[src/vcrc_pkg.sv]
// ============================================================================
// vcrc_pkg
// Shared types and constants of the vehicle candidate rule classifier.
// ============================================================================
`default_nettype none

package vcrc_pkg;

  typedef enum logic [2:0] {
    CLS_NONE       = 3'd0,
    CLS_DAY        = 3'd1,
    CLS_NIGHT_LAMP = 3'd2,
    CLS_NIGHT_EDGE = 3'd3,
    CLS_BIG_BLACK  = 3'd4,
    CLS_CORNER     = 3'd5
  } vcrc_class_t;

  typedef logic [15:0] vcrc_score_t;

  // Classified group as it travels from the front to the back.
  // meas_a is the ranking measure for the class; meas_b is the horizontal
  // edge magnitude used by the second night-edge tracker. ov is zero when
  // the overlap does not count.
  typedef struct packed {
    vcrc_class_t cls;
    vcrc_score_t meas_a;
    vcrc_score_t meas_b;
    vcrc_score_t ov;
    logic        last;
  } vcrc_meas_t;

  localparam int NUM_TRACKERS   = 6;
  localparam int MEAS_B_TRACKER = 3;

  localparam vcrc_class_t TRK_CLASS [NUM_TRACKERS] = '{
    CLS_DAY, CLS_NIGHT_LAMP, CLS_NIGHT_EDGE, CLS_NIGHT_EDGE, CLS_BIG_BLACK, CLS_CORNER
  };

  localparam logic signed [15:0] VE_HI_MIN    = 16'sd15;
  localparam logic signed [15:0] SD_HI_MIN    = 16'sd85;
  localparam logic signed [15:0] BB_HI_MIN    = 16'sd60;
  localparam logic signed [15:0] HE_LV2_MIN   = 16'sd40;
  localparam logic signed [15:0] HE_LV1_MIN   = 16'sd20;
  localparam logic signed [15:0] OV_MIN       = 16'sd90;
  localparam logic signed [15:0] DS_LV2_ABOVE = 16'sd4000;
  localparam logic signed [15:0] DS_LV1_ABOVE = 16'sd3000;
  localparam logic signed [15:0] BSD_HI_ABOVE = 16'sd70;
  localparam logic signed [15:0] LAMP_LV2_MIN = 16'sd3;
  localparam logic signed [15:0] LAMP_LV1_MIN = 16'sd2;

  localparam int QUEUE_DEPTH = 2;
  localparam int QPTR_BITS   = 1;
  localparam int QCNT_BITS   = 2;

endpackage

`default_nettype wire

[src/vcrc_if.sv]
// ============================================================================
// vcrc_if
// Valid/ready channels of the classifier: pair groups in, row results out.
// ============================================================================
`default_nettype none

interface vcrc_in_if #(parameter int COLUMN_BITS = 10) ();
  logic                   valid;
  logic                   ready;
  logic signed [15:0]     distance;
  logic signed [15:0]     bridge_shadow;
  logic                   corner_flag;
  logic signed [15:0]     ve_density;
  logic signed [15:0]     lamp_count;
  logic signed [15:0]     shadow_spread;
  logic signed [15:0]     block_shadow;
  logic signed [15:0]     horiz_edge;
  logic signed [15:0]     overlap;
  logic [COLUMN_BITS-1:0] left_col;
  logic [COLUMN_BITS-1:0] right_col;
  logic                   last;

  modport source (
    output valid, distance, bridge_shadow, corner_flag, ve_density, lamp_count,
           shadow_spread, block_shadow, horiz_edge, overlap, left_col, right_col, last,
    input  ready
  );
  modport sink (
    input  valid, distance, bridge_shadow, corner_flag, ve_density, lamp_count,
           shadow_spread, block_shadow, horiz_edge, overlap, left_col, right_col, last,
    output ready
  );
endinterface

interface vcrc_out_if #(parameter int COLUMN_BITS = 10) ();
  logic                   valid;
  logic                   ready;
  logic [2:0]             vehicle_class;
  logic [COLUMN_BITS-1:0] left_bound;
  logic [COLUMN_BITS-1:0] right_bound;

  modport source (output valid, vehicle_class, left_bound, right_bound, input ready);
  modport sink (input valid, vehicle_class, left_bound, right_bound, output ready);
endinterface

`default_nettype wire

[src/vehicle_candidate_rule_classifier.sv]
// ============================================================================
// vehicle_candidate_rule_classifier
// Classifies the edge-pair groups of an image row and reports the row's
// best vehicle candidate.
// ----------------------------------------------------------------------------
// pairs carries one pair group per word; last marks the final group of a row.
// results carries one word per row: the first class in priority order
// (day, night lamp, night edge by lamp, night edge by horizontal edge, big
// black, corner) whose tracker holds a nonzero score, with that group's
// columns, or class none with zero columns. Rows are closed only by last.
// Throughput is one group per cycle unless a last word waits on results: the
// front classifies combinationally and pushes into a two-entry queue; the back
// updates the trackers of the word's class. With an empty queue the last group
// is held in a queue entry and its result word then in the output register.
// When results stalls, the back still takes non-last words; a last word waits
// until the output register frees, and the queue then fills and drops
// pairs.ready. Reset clears the queue, the trackers and the result valid flag.
// ============================================================================
`default_nettype none

module vehicle_candidate_rule_classifier #(
  parameter int COLUMN_BITS = 10
) (
  input  logic       clk,
  input  logic       rst,
  vcrc_in_if.sink    pairs,
  vcrc_out_if.source results
);
  import vcrc_pkg::*;

  localparam int DATA_BITS = $bits(vcrc_meas_t) + 2 * COLUMN_BITS;

  logic                   q_push_valid, q_push_ready, q_pop_valid, q_pop_ready;
  logic [DATA_BITS-1:0]   q_push_data, q_pop_data;
  vcrc_meas_t             front_item, back_item;
  logic [COLUMN_BITS-1:0] front_left, front_right, back_left, back_right;

  vcrc_front #(.COLUMN_BITS(COLUMN_BITS)) u_front (
    .pairs      (pairs),
    .push_valid (q_push_valid),
    .push_ready (q_push_ready),
    .item       (front_item),
    .item_left  (front_left),
    .item_right (front_right)
  );

  assign q_push_data = {front_item, front_left, front_right};

  vcrc_fifo #(.DATA_BITS(DATA_BITS)) u_fifo (
    .clk        (clk),
    .rst        (rst),
    .push_valid (q_push_valid),
    .push_ready (q_push_ready),
    .push_data  (q_push_data),
    .pop_valid  (q_pop_valid),
    .pop_ready  (q_pop_ready),
    .pop_data   (q_pop_data)
  );

  assign {back_item, back_left, back_right} = q_pop_data;

  vcrc_back #(.COLUMN_BITS(COLUMN_BITS)) u_back (
    .clk        (clk),
    .rst        (rst),
    .item_valid (q_pop_valid),
    .item_ready (q_pop_ready),
    .item       (back_item),
    .item_left  (back_left),
    .item_right (back_right),
    .results    (results)
  );

  a_none_zero_bounds: assert property (@(posedge clk) disable iff (rst)
    results.valid && results.vehicle_class == CLS_NONE |->
      results.left_bound == '0 && results.right_bound == '0)
    else $error("class none reported with nonzero columns");

  a_result_from_last: assert property (@(posedge clk) disable iff (rst)
    $rose(results.valid) |-> $past(q_pop_valid && q_pop_ready && back_item.last))
    else $error("result raised without a last word leaving the queue");

  a_ready_follows_queue: assert property (@(posedge clk) disable iff (rst)
    pairs.ready == q_push_ready)
    else $error("input ready differs from queue space");

endmodule

`default_nettype wire

[src/vcrc_front.sv]
// ============================================================================
// vcrc_front
// Thresholds a pair group into levels, applies the ordered class rules and
// picks the ranking measures handed to the tracker stage.
// ============================================================================
`default_nettype none

module vcrc_front #(
  parameter int COLUMN_BITS = 10
) (
  vcrc_in_if.sink                pairs,
  output logic                   push_valid,
  input  logic                   push_ready,
  output vcrc_pkg::vcrc_meas_t   item,
  output logic [COLUMN_BITS-1:0] item_left,
  output logic [COLUMN_BITS-1:0] item_right
);
  import vcrc_pkg::*;

  logic        ve_hi, sd_hi, bb_hi, ov_ok, bsd_hi;
  logic [1:0]  lamp_lv, he_lv, ds_lv;
  vcrc_class_t cls;
  vcrc_score_t sd_mag, lamp_mag, he_mag, bb_mag, ve_mag;

  function automatic vcrc_score_t mag16(input logic signed [15:0] v);
    mag16 = v[15] ? vcrc_score_t'(-v) : vcrc_score_t'(v);
  endfunction

  assign ve_hi   = pairs.ve_density >= VE_HI_MIN;
  assign sd_hi   = pairs.shadow_spread >= SD_HI_MIN;
  assign bb_hi   = pairs.block_shadow >= BB_HI_MIN;
  assign ov_ok   = pairs.overlap >= OV_MIN;
  assign bsd_hi  = pairs.bridge_shadow > BSD_HI_ABOVE;
  assign lamp_lv = (pairs.lamp_count >= LAMP_LV2_MIN) ? 2'd2 :
                   (pairs.lamp_count >= LAMP_LV1_MIN) ? 2'd1 : 2'd0;
  assign he_lv   = (pairs.horiz_edge >= HE_LV2_MIN) ? 2'd2 :
                   (pairs.horiz_edge >= HE_LV1_MIN) ? 2'd1 : 2'd0;
  assign ds_lv   = (pairs.distance > DS_LV2_ABOVE) ? 2'd2 :
                   (pairs.distance > DS_LV1_ABOVE) ? 2'd1 : 2'd0;

  always_comb begin
    if (ve_hi && lamp_lv == 2'd0 && sd_hi && !bb_hi && he_lv != 2'd0 && !bsd_hi) begin
      cls = CLS_DAY;
    end else if ((lamp_lv != 2'd0 && ds_lv != 2'd0) ||
                 (lamp_lv == 2'd2 && ds_lv == 2'd0) ||
                 (he_lv != 2'd0 && lamp_lv != 2'd0 && ds_lv == 2'd0)) begin
      cls = CLS_NIGHT_LAMP;
    end else if (ve_hi && he_lv == 2'd2 && ds_lv != 2'd2 && !bsd_hi &&
                 !pairs.corner_flag) begin
      cls = CLS_NIGHT_EDGE;
    end else if (!sd_hi && bb_hi && ds_lv != 2'd2 && !bsd_hi) begin
      cls = CLS_BIG_BLACK;
    end else if (pairs.corner_flag && ds_lv != 2'd2 && !bsd_hi) begin
      cls = CLS_CORNER;
    end else begin
      cls = CLS_NONE;
    end
  end

  assign sd_mag   = mag16(pairs.shadow_spread);
  assign lamp_mag = mag16(pairs.lamp_count);
  assign he_mag   = mag16(pairs.horiz_edge);
  assign bb_mag   = mag16(pairs.block_shadow);
  assign ve_mag   = mag16(pairs.ve_density);

  always_comb begin
    item.cls    = cls;
    item.meas_b = he_mag;
    item.ov     = ov_ok ? vcrc_score_t'(pairs.overlap) : '0;
    item.last   = pairs.last;
    unique case (cls)
      CLS_DAY:                        item.meas_a = sd_mag;
      CLS_NIGHT_LAMP, CLS_NIGHT_EDGE: item.meas_a = lamp_mag;
      CLS_BIG_BLACK:                  item.meas_a = bb_mag;
      CLS_CORNER:                     item.meas_a = ve_mag;
      default:                        item.meas_a = '0;
    endcase
  end

  assign item_left   = pairs.left_col;
  assign item_right  = pairs.right_col;
  assign push_valid  = pairs.valid;
  assign pairs.ready = push_ready;

endmodule

`default_nettype wire

[src/vcrc_fifo.sv]
// ============================================================================
// vcrc_fifo
// Two-entry queue between the classifying front and the tracker back.
// ============================================================================
`default_nettype none

module vcrc_fifo #(
  parameter int DATA_BITS = 8
) (
  input  logic                 clk,
  input  logic                 rst,
  input  logic                 push_valid,
  output logic                 push_ready,
  input  logic [DATA_BITS-1:0] push_data,
  output logic                 pop_valid,
  input  logic                 pop_ready,
  output logic [DATA_BITS-1:0] pop_data
);
  import vcrc_pkg::*;

  logic [DATA_BITS-1:0] mem [QUEUE_DEPTH];
  logic [QPTR_BITS-1:0] wr_ptr, rd_ptr;
  logic [QCNT_BITS-1:0] count;
  logic                 push, pop;

  assign push_ready = count != QCNT_BITS'(QUEUE_DEPTH);
  assign pop_valid  = count != '0;
  assign pop_data   = mem[rd_ptr];
  assign push       = push_valid && push_ready;
  assign pop        = pop_valid && pop_ready;

  always_ff @(posedge clk) begin
    if (push) begin
      mem[wr_ptr] <= push_data;
    end
  end

  always_ff @(posedge clk) begin
    if (rst) begin
      wr_ptr <= '0;
      rd_ptr <= '0;
      count  <= '0;
    end else begin
      if (push) begin
        wr_ptr <= wr_ptr + 1'b1;
      end
      if (pop) begin
        rd_ptr <= rd_ptr + 1'b1;
      end
      if (push && !pop) begin
        count <= count + 1'b1;
      end else if (pop && !push) begin
        count <= count - 1'b1;
      end
    end
  end

endmodule

`default_nettype wire

[src/vcrc_back.sv]
// ============================================================================
// vcrc_back
// Six best-score trackers, row-end priority pick and the result register.
// ============================================================================
`default_nettype none

module vcrc_back #(
  parameter int COLUMN_BITS = 10
) (
  input  logic                   clk,
  input  logic                   rst,
  input  logic                   item_valid,
  output logic                   item_ready,
  input  vcrc_pkg::vcrc_meas_t   item,
  input  logic [COLUMN_BITS-1:0] item_left,
  input  logic [COLUMN_BITS-1:0] item_right,
  vcrc_out_if.source             results
);
  import vcrc_pkg::*;

  vcrc_score_t            score       [NUM_TRACKERS];
  logic [COLUMN_BITS-1:0] trk_left    [NUM_TRACKERS];
  logic [COLUMN_BITS-1:0] trk_right   [NUM_TRACKERS];
  vcrc_score_t            score_next  [NUM_TRACKERS];
  logic [COLUMN_BITS-1:0] left_next   [NUM_TRACKERS];
  logic [COLUMN_BITS-1:0] right_next  [NUM_TRACKERS];
  vcrc_score_t            meas        [NUM_TRACKERS];
  vcrc_score_t            cmp         [NUM_TRACKERS];
  logic                   ov_win      [NUM_TRACKERS];
  logic                   meas_win    [NUM_TRACKERS];
  logic                   hit         [NUM_TRACKERS];

  logic                   take, found;
  vcrc_class_t            pick_cls;
  logic [COLUMN_BITS-1:0] pick_left, pick_right;

  logic                   res_valid;
  vcrc_class_t            res_cls;
  logic [COLUMN_BITS-1:0] res_left, res_right;

  assign item_ready = !item.last || !res_valid || results.ready;
  assign take       = item_valid && item_ready;

  always_comb begin
    for (int t = 0; t < NUM_TRACKERS; t++) begin
      meas[t]     = (t == MEAS_B_TRACKER) ? item.meas_b : item.meas_a;
      hit[t]      = take && TRK_CLASS[t] == item.cls;
      ov_win[t]   = item.ov > score[t];
      cmp[t]      = ov_win[t] ? item.ov : score[t];
      meas_win[t] = meas[t] > cmp[t];
      if (hit[t]) begin
        score_next[t] = meas_win[t] ? meas[t] : cmp[t];
      end else begin
        score_next[t] = score[t];
      end
      if (hit[t] && (ov_win[t] || meas_win[t])) begin
        left_next[t]  = item_left;
        right_next[t] = item_right;
      end else begin
        left_next[t]  = trk_left[t];
        right_next[t] = trk_right[t];
      end
    end
  end

  // first nonzero tracker after this word's update
  always_comb begin
    found      = 1'b0;
    pick_cls   = CLS_NONE;
    pick_left  = '0;
    pick_right = '0;
    for (int t = 0; t < NUM_TRACKERS; t++) begin
      if (!found && score_next[t] != '0) begin
        found      = 1'b1;
        pick_cls   = TRK_CLASS[t];
        pick_left  = left_next[t];
        pick_right = right_next[t];
      end
    end
  end

  always_ff @(posedge clk) begin
    if (rst || (take && item.last)) begin
      for (int t = 0; t < NUM_TRACKERS; t++) begin
        score[t]     <= '0;
        trk_left[t]  <= '0;
        trk_right[t] <= '0;
      end
    end else begin
      for (int t = 0; t < NUM_TRACKERS; t++) begin
        score[t]     <= score_next[t];
        trk_left[t]  <= left_next[t];
        trk_right[t] <= right_next[t];
      end
    end
  end

  always_ff @(posedge clk) begin
    if (rst) begin
      res_valid <= 1'b0;
    end else if (take && item.last) begin
      res_valid <= 1'b1;
    end else if (results.ready) begin
      res_valid <= 1'b0;
    end
  end

  always_ff @(posedge clk) begin
    if (take && item.last) begin
      res_cls   <= pick_cls;
      res_left  <= pick_left;
      res_right <= pick_right;
    end
  end

  assign results.valid         = res_valid;
  assign results.vehicle_class = res_cls;
  assign results.left_bound    = res_left;
  assign results.right_bound   = res_right;

endmodule

`default_nettype wire
[src/flat_wrapper.sv]
// flat-port wrapper written by rule: the top's interface ports become plain ports
module vehicle_candidate_rule_classifier_flat import vcrc_pkg::*;
#(
  parameter int COLUMN_BITS = 10
)
  (clk, rst, pairs_valid, pairs_distance, pairs_bridge_shadow, pairs_corner_flag, pairs_ve_density, pairs_lamp_count, pairs_shadow_spread, pairs_block_shadow, pairs_horiz_edge, pairs_overlap, pairs_left_col, pairs_right_col, pairs_last, pairs_ready, results_valid, results_vehicle_class, results_left_bound, results_right_bound, results_ready);
  vcrc_in_if #(.COLUMN_BITS(COLUMN_BITS)) pairs_i ();
  vcrc_out_if #(.COLUMN_BITS(COLUMN_BITS)) results_i ();
  input  logic clk;
  input  logic rst;
  input wire logic [$bits(pairs_i.valid)-1:0] pairs_valid;
  input wire logic [$bits(pairs_i.distance)-1:0] pairs_distance;
  input wire logic [$bits(pairs_i.bridge_shadow)-1:0] pairs_bridge_shadow;
  input wire logic [$bits(pairs_i.corner_flag)-1:0] pairs_corner_flag;
  input wire logic [$bits(pairs_i.ve_density)-1:0] pairs_ve_density;
  input wire logic [$bits(pairs_i.lamp_count)-1:0] pairs_lamp_count;
  input wire logic [$bits(pairs_i.shadow_spread)-1:0] pairs_shadow_spread;
  input wire logic [$bits(pairs_i.block_shadow)-1:0] pairs_block_shadow;
  input wire logic [$bits(pairs_i.horiz_edge)-1:0] pairs_horiz_edge;
  input wire logic [$bits(pairs_i.overlap)-1:0] pairs_overlap;
  input wire logic [$bits(pairs_i.left_col)-1:0] pairs_left_col;
  input wire logic [$bits(pairs_i.right_col)-1:0] pairs_right_col;
  input wire logic [$bits(pairs_i.last)-1:0] pairs_last;
  output wire logic [$bits(pairs_i.ready)-1:0] pairs_ready;
  output wire logic [$bits(results_i.valid)-1:0] results_valid;
  output wire logic [$bits(results_i.vehicle_class)-1:0] results_vehicle_class;
  output wire logic [$bits(results_i.left_bound)-1:0] results_left_bound;
  output wire logic [$bits(results_i.right_bound)-1:0] results_right_bound;
  input wire logic [$bits(results_i.ready)-1:0] results_ready;
  assign pairs_i.valid = pairs_valid;
  assign pairs_i.distance = pairs_distance;
  assign pairs_i.bridge_shadow = pairs_bridge_shadow;
  assign pairs_i.corner_flag = pairs_corner_flag;
  assign pairs_i.ve_density = pairs_ve_density;
  assign pairs_i.lamp_count = pairs_lamp_count;
  assign pairs_i.shadow_spread = pairs_shadow_spread;
  assign pairs_i.block_shadow = pairs_block_shadow;
  assign pairs_i.horiz_edge = pairs_horiz_edge;
  assign pairs_i.overlap = pairs_overlap;
  assign pairs_i.left_col = pairs_left_col;
  assign pairs_i.right_col = pairs_right_col;
  assign pairs_i.last = pairs_last;
  assign pairs_ready = pairs_i.ready;
  assign results_valid = results_i.valid;
  assign results_vehicle_class = results_i.vehicle_class;
  assign results_left_bound = results_i.left_bound;
  assign results_right_bound = results_i.right_bound;
  assign results_i.ready = results_ready;
  vehicle_candidate_rule_classifier #(.COLUMN_BITS(COLUMN_BITS)) u_core (.clk(clk), .rst(rst), .pairs(pairs_i), .results(results_i));
endmodule
[config.mk]
export PLATFORM = sky130hd
export DESIGN_NAME = vehicle_candidate_rule_classifier_flat
export DESIGN_NICKNAME = d
export VERILOG_FILES = /design/src/vcrc_pkg.sv /design/src/vcrc_if.sv /design/src/vehicle_candidate_rule_classifier.sv /design/src/vcrc_front.sv /design/src/vcrc_fifo.sv /design/src/vcrc_back.sv /design/src/flat_wrapper.sv
export SDC_FILE = /design/constraint.sdc
export NUM_CORES = 1
export LEC_CHECK = 0
export ABC_CLOCK_PERIOD_IN_PS = 9930
export BUFFER_PORTS_ARGS = -buffer_cell sky130_fd_sc_hd__buf_2
export CORE_ASPECT_RATIO = 0.7
export CORE_UTILIZATION = 30
export DETAILED_ROUTE_END_ITERATION = 10
export GPL_ROUTABILITY_DRIVEN = 0
export SLEW_MARGIN = 40
export SYNTH_ARGS = -nofsm -noshare
export SYNTH_HDL_FRONTEND = slang
export SYNTH_SLANG_ARGS = --single-unit
[constraint.sdc]
create_clock -name clk -period 9.93 [get_ports clk]
set_input_delay 0.4965 -clock clk [delete_from_list [all_inputs] [get_ports clk]]
set_output_delay 0.4965 -clock clk [all_outputs]
set_load 0.02 [all_outputs]
==> results.toml, run 1 <==
[clocking]
cts_max_level = 2
clk_pin_slew_ps = 60
clk_path_buf_depth = 3
root_buffer = "clkbuf_16"
cts_buffers = 42
postCtsSetupRepairBufs = 0
worstSkewPairLatency_ps = 580
cts-resized-gates = 0
cts_hold_buf = 0
cts_tree = "done"
cts.sinks = 389

[setup_path]
end_kind = "flip-flop"
crit_path_end = "u_core.u_back.results.right_bound[6]"
ff2ff_path_depth = 25
start_kind = "flip-flop"
worst-endpoint-arrival_ps = 9360
reg2reg_slack_ps = 860
cp.required_ps = 10220
cp_max_fo = 41
path_class = "reg -> reg"
r2r_end = "u_core.u_back.results.right_bound[6]"

[floorplan]
die_area_mm2 = 0.0811
dieHeight_um = 239
die_w_um = 340
start_util_pct = 30.4
rows = 86
pin_count = 179
coreArea_mm2 = 0.0789

[synthesis]
ys_types = 77
netlist_top_cells_area = "edfxtp_1, dfxtp_1, ha_1, nor2_1, a21oi_1"
seq_area_frac_synth_pct = 39.5
synth_edf_count = 167
synth_area_mm2 = 0.0240
syn_inst = 2757
syn_avg_cell_area_um2 = 8.70
ys_ff_latch = 389
synth.top_cell.area_share_pct = 20.9
yosysMostFrequentCell = "nor2_1"
yosysWarnings = 0
synthFlopType = "dfxtp_1"
synth_top_cell_by_area = "edfxtp_1"
ys_top_cells_by_count = "nor2_1, a21oi_1, dfxtp_1"
async_flop_share_pct = 0

[route]
firstDrtPassIters = 7
drt-wirelength-per-cell_um = 20.3
via_per_inst = 5.48
drc_errors = 0
drt-initial-drc-count = 2546
wl_mm = 80.8
ant_nets = 0
vias = 21800

[final_layout]
fillers = 8077
fin_nets = 3236
area_growth_syn_to_layout_pct = 15.6
final_core_util_pct = 35.1
drive_gt1_share_pct = 13.8

[sta]
fin_hold_ws_ps = 108
fin_crit_ps = 9070
period_share_pct = 91.3
relSlewSlack_pct = 43.9
hold_viol = 0
finalClockSkew_ps = 22.7
drv_slew = 0
max_freq_mhz = 110
setup_violations = 0
worst_pin_slew_ps = 840
setup_tns_ps = 0
rsz0062_at_grt = "false"

[grt]
met2_usage_pct = 26.9
grt_pass1_vias = 19600
grt_max_degree = 90
use_met3_pct = 5.14
overflow = 0
antenna_found_initial = 2
grt_busiest_layer = "met1"
grtUsageMet1_pct = 28.5
grt_pass1_wl_mm = 121
grtUsageTotal_pct = 19.3

[pwr]
ir_worst_vdd_v = 0.000311
p_total_uw = 10200
p_leak_uw = 0.0104
power_per_cell_area_mw_per_mm2 = 369

[flow_run]
cap_violations = 0

[placement]
place_hpwl_mm = 56.8
portBuffers = 178

[hold_path]
hold_path.class = "in -> reg"

[outcome]
status = "finished clean"
critical path, stage by stage (launching register included):
cell and delay (ps):
dfxtp_4 820, buf_4 620, mux2i_2 740, buf_4 320, ha_1 160, nand2b_1 100
a211oi_1 70, o31ai_1 340, a31oi_2 130, buf_4 270, nand2_1 100, o21ai_0 90
ha_1 340, nand4_1 150, nor4_1 380, a21bo_1 360, a31oi_1 590, nand2_1 400
o22ai_1 410, o2111ai_1 200, or4_1 740, nor4_4 300, nand2_1 140, nor2_2 430
buf_4 410, a2111oi_2 120
final cells by class:
class | instances | area [um2] | area share (%)
multi-input combinational | 2051 | 13500 | 48.7
sequential | 389 | 9460 | 34.2
timing repair buffer | 250 | 1470 | 5.31
tap | 1056 | 1320 | 4.77
clock buffer | 54 | 1160 | 4.18
inverter | 147 | 552 | 1.99
clock inverter | 23 | 241 | 0.872
antenna | 1 | 2.50 | 0.00903
sequential cells by signal, indices dropped and copies added (netlist names), 2 cells and up, named ones only:
register,flops
u_core.u_back.trk_right,60
u_core.u_back.results.left_bound,10
u_core.u_fifo.mem,144
u_core.u_back.results.right_bound,10
u_core.u_back.trk_left,60
u_core.u_fifo.count,2
u_core.u_back.results.vehicle_class,3
u_core.u_back.score,96
worst min path at each step:
stage | to | slack [ps] | cells after the start | start
2_1_floorplan | u_core.u_back.score[3][3] | 450 | 2 | u_core.u_back.score[3][3]
3_3_place_gp | u_core.u_back.score[3][3] | 460 | 2 | u_core.u_back.score[3][3]
3_5_place_dp | u_core.u_back.score[3][3] | 460 | 2 | u_core.u_back.score[3][3]
4_1_cts | u_core.u_fifo.mem[0][7] | 90 | 1 | pairs_right_col[7]
5_1_grt | u_core.u_fifo.mem[0][20] | 90 | 1 | pairs_last
6_report | u_core.u_fifo.mem[0][20] | 110 | 1 | pairs_last
report_power, final:
part	switching, uW	internal, uW
sequential	178	2070
combinational	4090	2260
clock	683	935
total	4950	5260
cell usage in the layout (no fill, tap or decap), types with 13 or more instances in the layout:
cell	instances
a221o_1	18
a21boi_1	19
dfxtp_1	221
a21oi_1	222
edfxtp_1	167
nor2b_1	37
clkbuf_16	44
nand3_1	49
o31ai_1	15
o221ai_1	19
mux2i_1	54
nor2_1	364
inv_1	147
o22ai_1	27
a31oi_1	32
o211ai_1	13
nor4_1	21
nor4b_1	18
mux2_2	16
a222oi_1	15
or4_1	19
nand4_1	59
ha_1	201
nor3_1	49
xnor2_1	40
o311a_1	17
buf_4	67
a2111oi_2	19
nand2_1	211
a211oi_1	17
buf_2	178
a221oi_1	21
xor2_1	16
o21ai_0	190
and2_1	80
nand2b_1	18
layer usage:
layer	wire length [um]	part of all wire [%]
met5	21	0.026
met4	1980	2.4
met3	9820	12
met2	31900	39
met1	37100	46
kinds of logic after synthesis:
logic type               after synthesis  share of synthesized area (%)
multiplexers                          71                           3.05
flip-flops                           389                           39.5
AND/OR/NAND/NOR                      982                           19.6
other                                  1                         0.0156
buffers and inverters                318                           5.07
XOR/XNOR                              56                           2.05
AO/OA/AOI/OAI                        739                           20.3
adder cells (fa/ha/maj)              201                           10.5
stage by stage:
stage               setup slack (ps)  cells  area [um2]
floorplan                       1830   2758       24000
detailed placement              1000   3893       26300
CTS                              989   3970       27700
finish                           862   3971       27700
global route                     391   3970       27700
global placement                 811   3891       26200
Power figures use the tool's default switching activity.
==> run 2, diff against run 1 <==
--- a/config.mk
+++ b/config.mk
@@ -9,9 +9,10 @@
 export BUFFER_PORTS_ARGS = -buffer_cell sky130_fd_sc_hd__buf_2
 export CORE_ASPECT_RATIO = 0.7
 export CORE_UTILIZATION = 30
+export CTS_BUF_LIST = sky130_fd_sc_hd__clkbuf_8
 export DETAILED_ROUTE_END_ITERATION = 10
 export GPL_ROUTABILITY_DRIVEN = 0
-export SLEW_MARGIN = 40
+export MAX_ROUTING_LAYER = met4
 export SYNTH_ARGS = -nofsm -noshare
 export SYNTH_HDL_FRONTEND = slang
 export SYNTH_SLANG_ARGS = --single-unit
==> run 2 against run 1 <==
  * Maximum frequency fell by 0.87%
  * Combinational power barely moved
  * Register-to-register slack got worse by 80 ps
  * Die area did not move
  * Core utilization rose by 0.17 points
  * Sequential share of layout area fell by 0.17 points
==> results.toml, run 2 (synthesis results as in run 1) <==
[pwr]
ir_worst_vdd_v = 0.000340
p_leak_uw = 0.0106
power_per_cell_area_mw_per_mm2 = 365

[final_layout]
final_cell_mix = "nor2_1, a21oi_1, dfxtp_1"
largest_register_ffs = 144
multi_input_area_mm2 = 0.0134
area_growth_syn_to_layout_pct = 16.1
largestRegisters = "u_core.u_fifo.mem: 144 flops, u_core.u_back.score: 96 flops"
drive_gt1_share_pct = 14.3
stdcell_area_mm2 = 0.0278
fillers = 8101
max_flop_register = "u_core.u_fifo.mem"
n_antenna_cell = 0
seq_area_mm2 = 0.00946
final_common_cell = "nor2_1"
fin_nets = 3277

[setup_path]
r2r_end = "u_core.u_back.results.right_bound[7]"
start_kind = "flip-flop"
path_class = "reg -> reg"
ff2ff_path_depth = 23
worst-endpoint-arrival_ps = 9520
end_kind = "flip-flop"
cp_max_fo = 41
cp.required_ps = 10300
reg2reg_slack_ps = 780

[grt]
grt_pass1_wl_mm = 122
grtUsageTotal_pct = 20.1
grt_pass1_vias = 19900
grt_max_degree = 90
antenna_found_initial = 0
overflow = 0

[sta]
rsz0062_at_grt = "false"
setup_violations = 0
hold_viol = 0
drv_slew = 0
worst_pin_slew_ps = 1270
setup_tns_ps = 0
period_share_pct = 92.1
finalClockSkew_ps = 55.1
fin_crit_ps = 9150
relSlewSlack_pct = 15.1
max_freq_mhz = 109

[hold_path]
min-delay-start = "pairs_left_col[6]"
holdPathStages = 1
hold_end = "u_core.u_fifo.mem[1][16]"
hold_path.class = "in -> reg"

[floorplan]
rows = 86
pin_count = 179
die_area_mm2 = 0.0811
start_util_pct = 30.4
die_w_um = 340
coreArea_mm2 = 0.0789
dieHeight_um = 239

[placement]
place_area_mm2 = 0.0262
portBuffers = 178
place_hpwl_mm = 56.6

[route]
via_per_inst = 5.46
vias = 22000
wl_mm = 81.6
ant_nets = 0
firstDrtPassIters = 8
drt-initial-drc-count = 2558
drc_errors = 0
drt-wirelength-per-cell_um = 20.2

[clocking]
clk_pin_slew_ps = 60
cts_max_level = 3
cts_tree = "done"
worstSkewPairLatency_ps = 670
cts_buffers = 68
cts.sinks = 389
root_buffer = "clkbuf_8"
clk_path_buf_depth = 3
postCtsSetupRepairBufs = 0

[outcome]
status = "finished clean"

[flow_run]
cap_violations = 0
==> run 2: layout make-up <==
class	count	share of cell area, %
Multi-Input combinational cell	2051	48.3
Timing Repair Buffer	265	5.70
Inverter	147	1.98
Clock inverter	39	1.12
Clock buffer	85	4.20
Sequential cell	389	34.0
Tap cell	1056	4.75
==> run 2: worst max path at each step <==
stage                   start  slack, ps                                    to
floorplan           flip-flop       1830  u_core.u_back.results.right_bound[7]
global placement    flip-flop        810  u_core.u_back.results.right_bound[4]
detailed placement  flip-flop        640  u_core.u_back.results.right_bound[7]
CTS                 flip-flop        640  u_core.u_back.results.right_bound[7]
global route        flip-flop        110   u_core.u_back.results.left_bound[2]
finish              flip-flop        780  u_core.u_back.results.right_bound[7]
==> run 2: metrics by stage <==
step | hold WS, ps | total power (uW) | setup WS [ps] | cells | util (%)
2_1_floorplan | 446 | 6550 | 1830 | 2758 | -
3_3_place_gp | 460 | 8360 | 811 | 3891 | 33.2
3_5_place_dp | 462 | 8420 | 645 | 3891 | 33.2
4_1_cts | 0.482 | 10000 | 641 | 4032 | 35.3
5_1_grt | 28.9 | 10900 | 115 | 4032 | 35.3
6_report | 54.7 | 10200 | 783 | 4032 | 35.3
==> run 2: worst max-delay path, cell delays in order (launching register included) <==
cell and delay, ps:
dfxtp_4 830, buf_4 630, mux2i_2 750, ha_1 370, nand4_1 100, nor4_1 70
a31oi_2 900, o21ai_0 190, ha_1 360, a21oi_1 160, nand2_1 70, a221o_1 350
buf_4 200, o31ai_4 710, a21oi_2 370, o22ai_1 290, nand4_1 130, or4_1 590
buf_4 280, nor4_4 390, nand2_1 140, nor2_2 420, buf_4 410, a2111oi_2 120
==> run 2: where the power goes <==
part | leakage [uW] | switching (uW) | internal, uW
combinational | 0.00639 | 4080 | 2240
clock | 0.000833 | 691 | 904
sequential | 0.00337 | 178 | 2070
total | 0.0106 | 4950 | 5210
==> run 2: per-layer routing <==
layer	vias to the layer above	routed length, um	GRT usage (%)
met5	-	0	-
li1	10400	-	-
met4	0	2310	5.91
met3	182	9910	5.73
met1	10300	37700	28.7
met2	1122	31700	26.9
==> run 2: timing repair <==
action | 4_1_cts | 5_1_grt
resized for setup | 0 | 1
hold buffers | 17 | 0
endpoints found under the hold margin | 34 | 0
endpoints found under the setup margin | 0 | 20
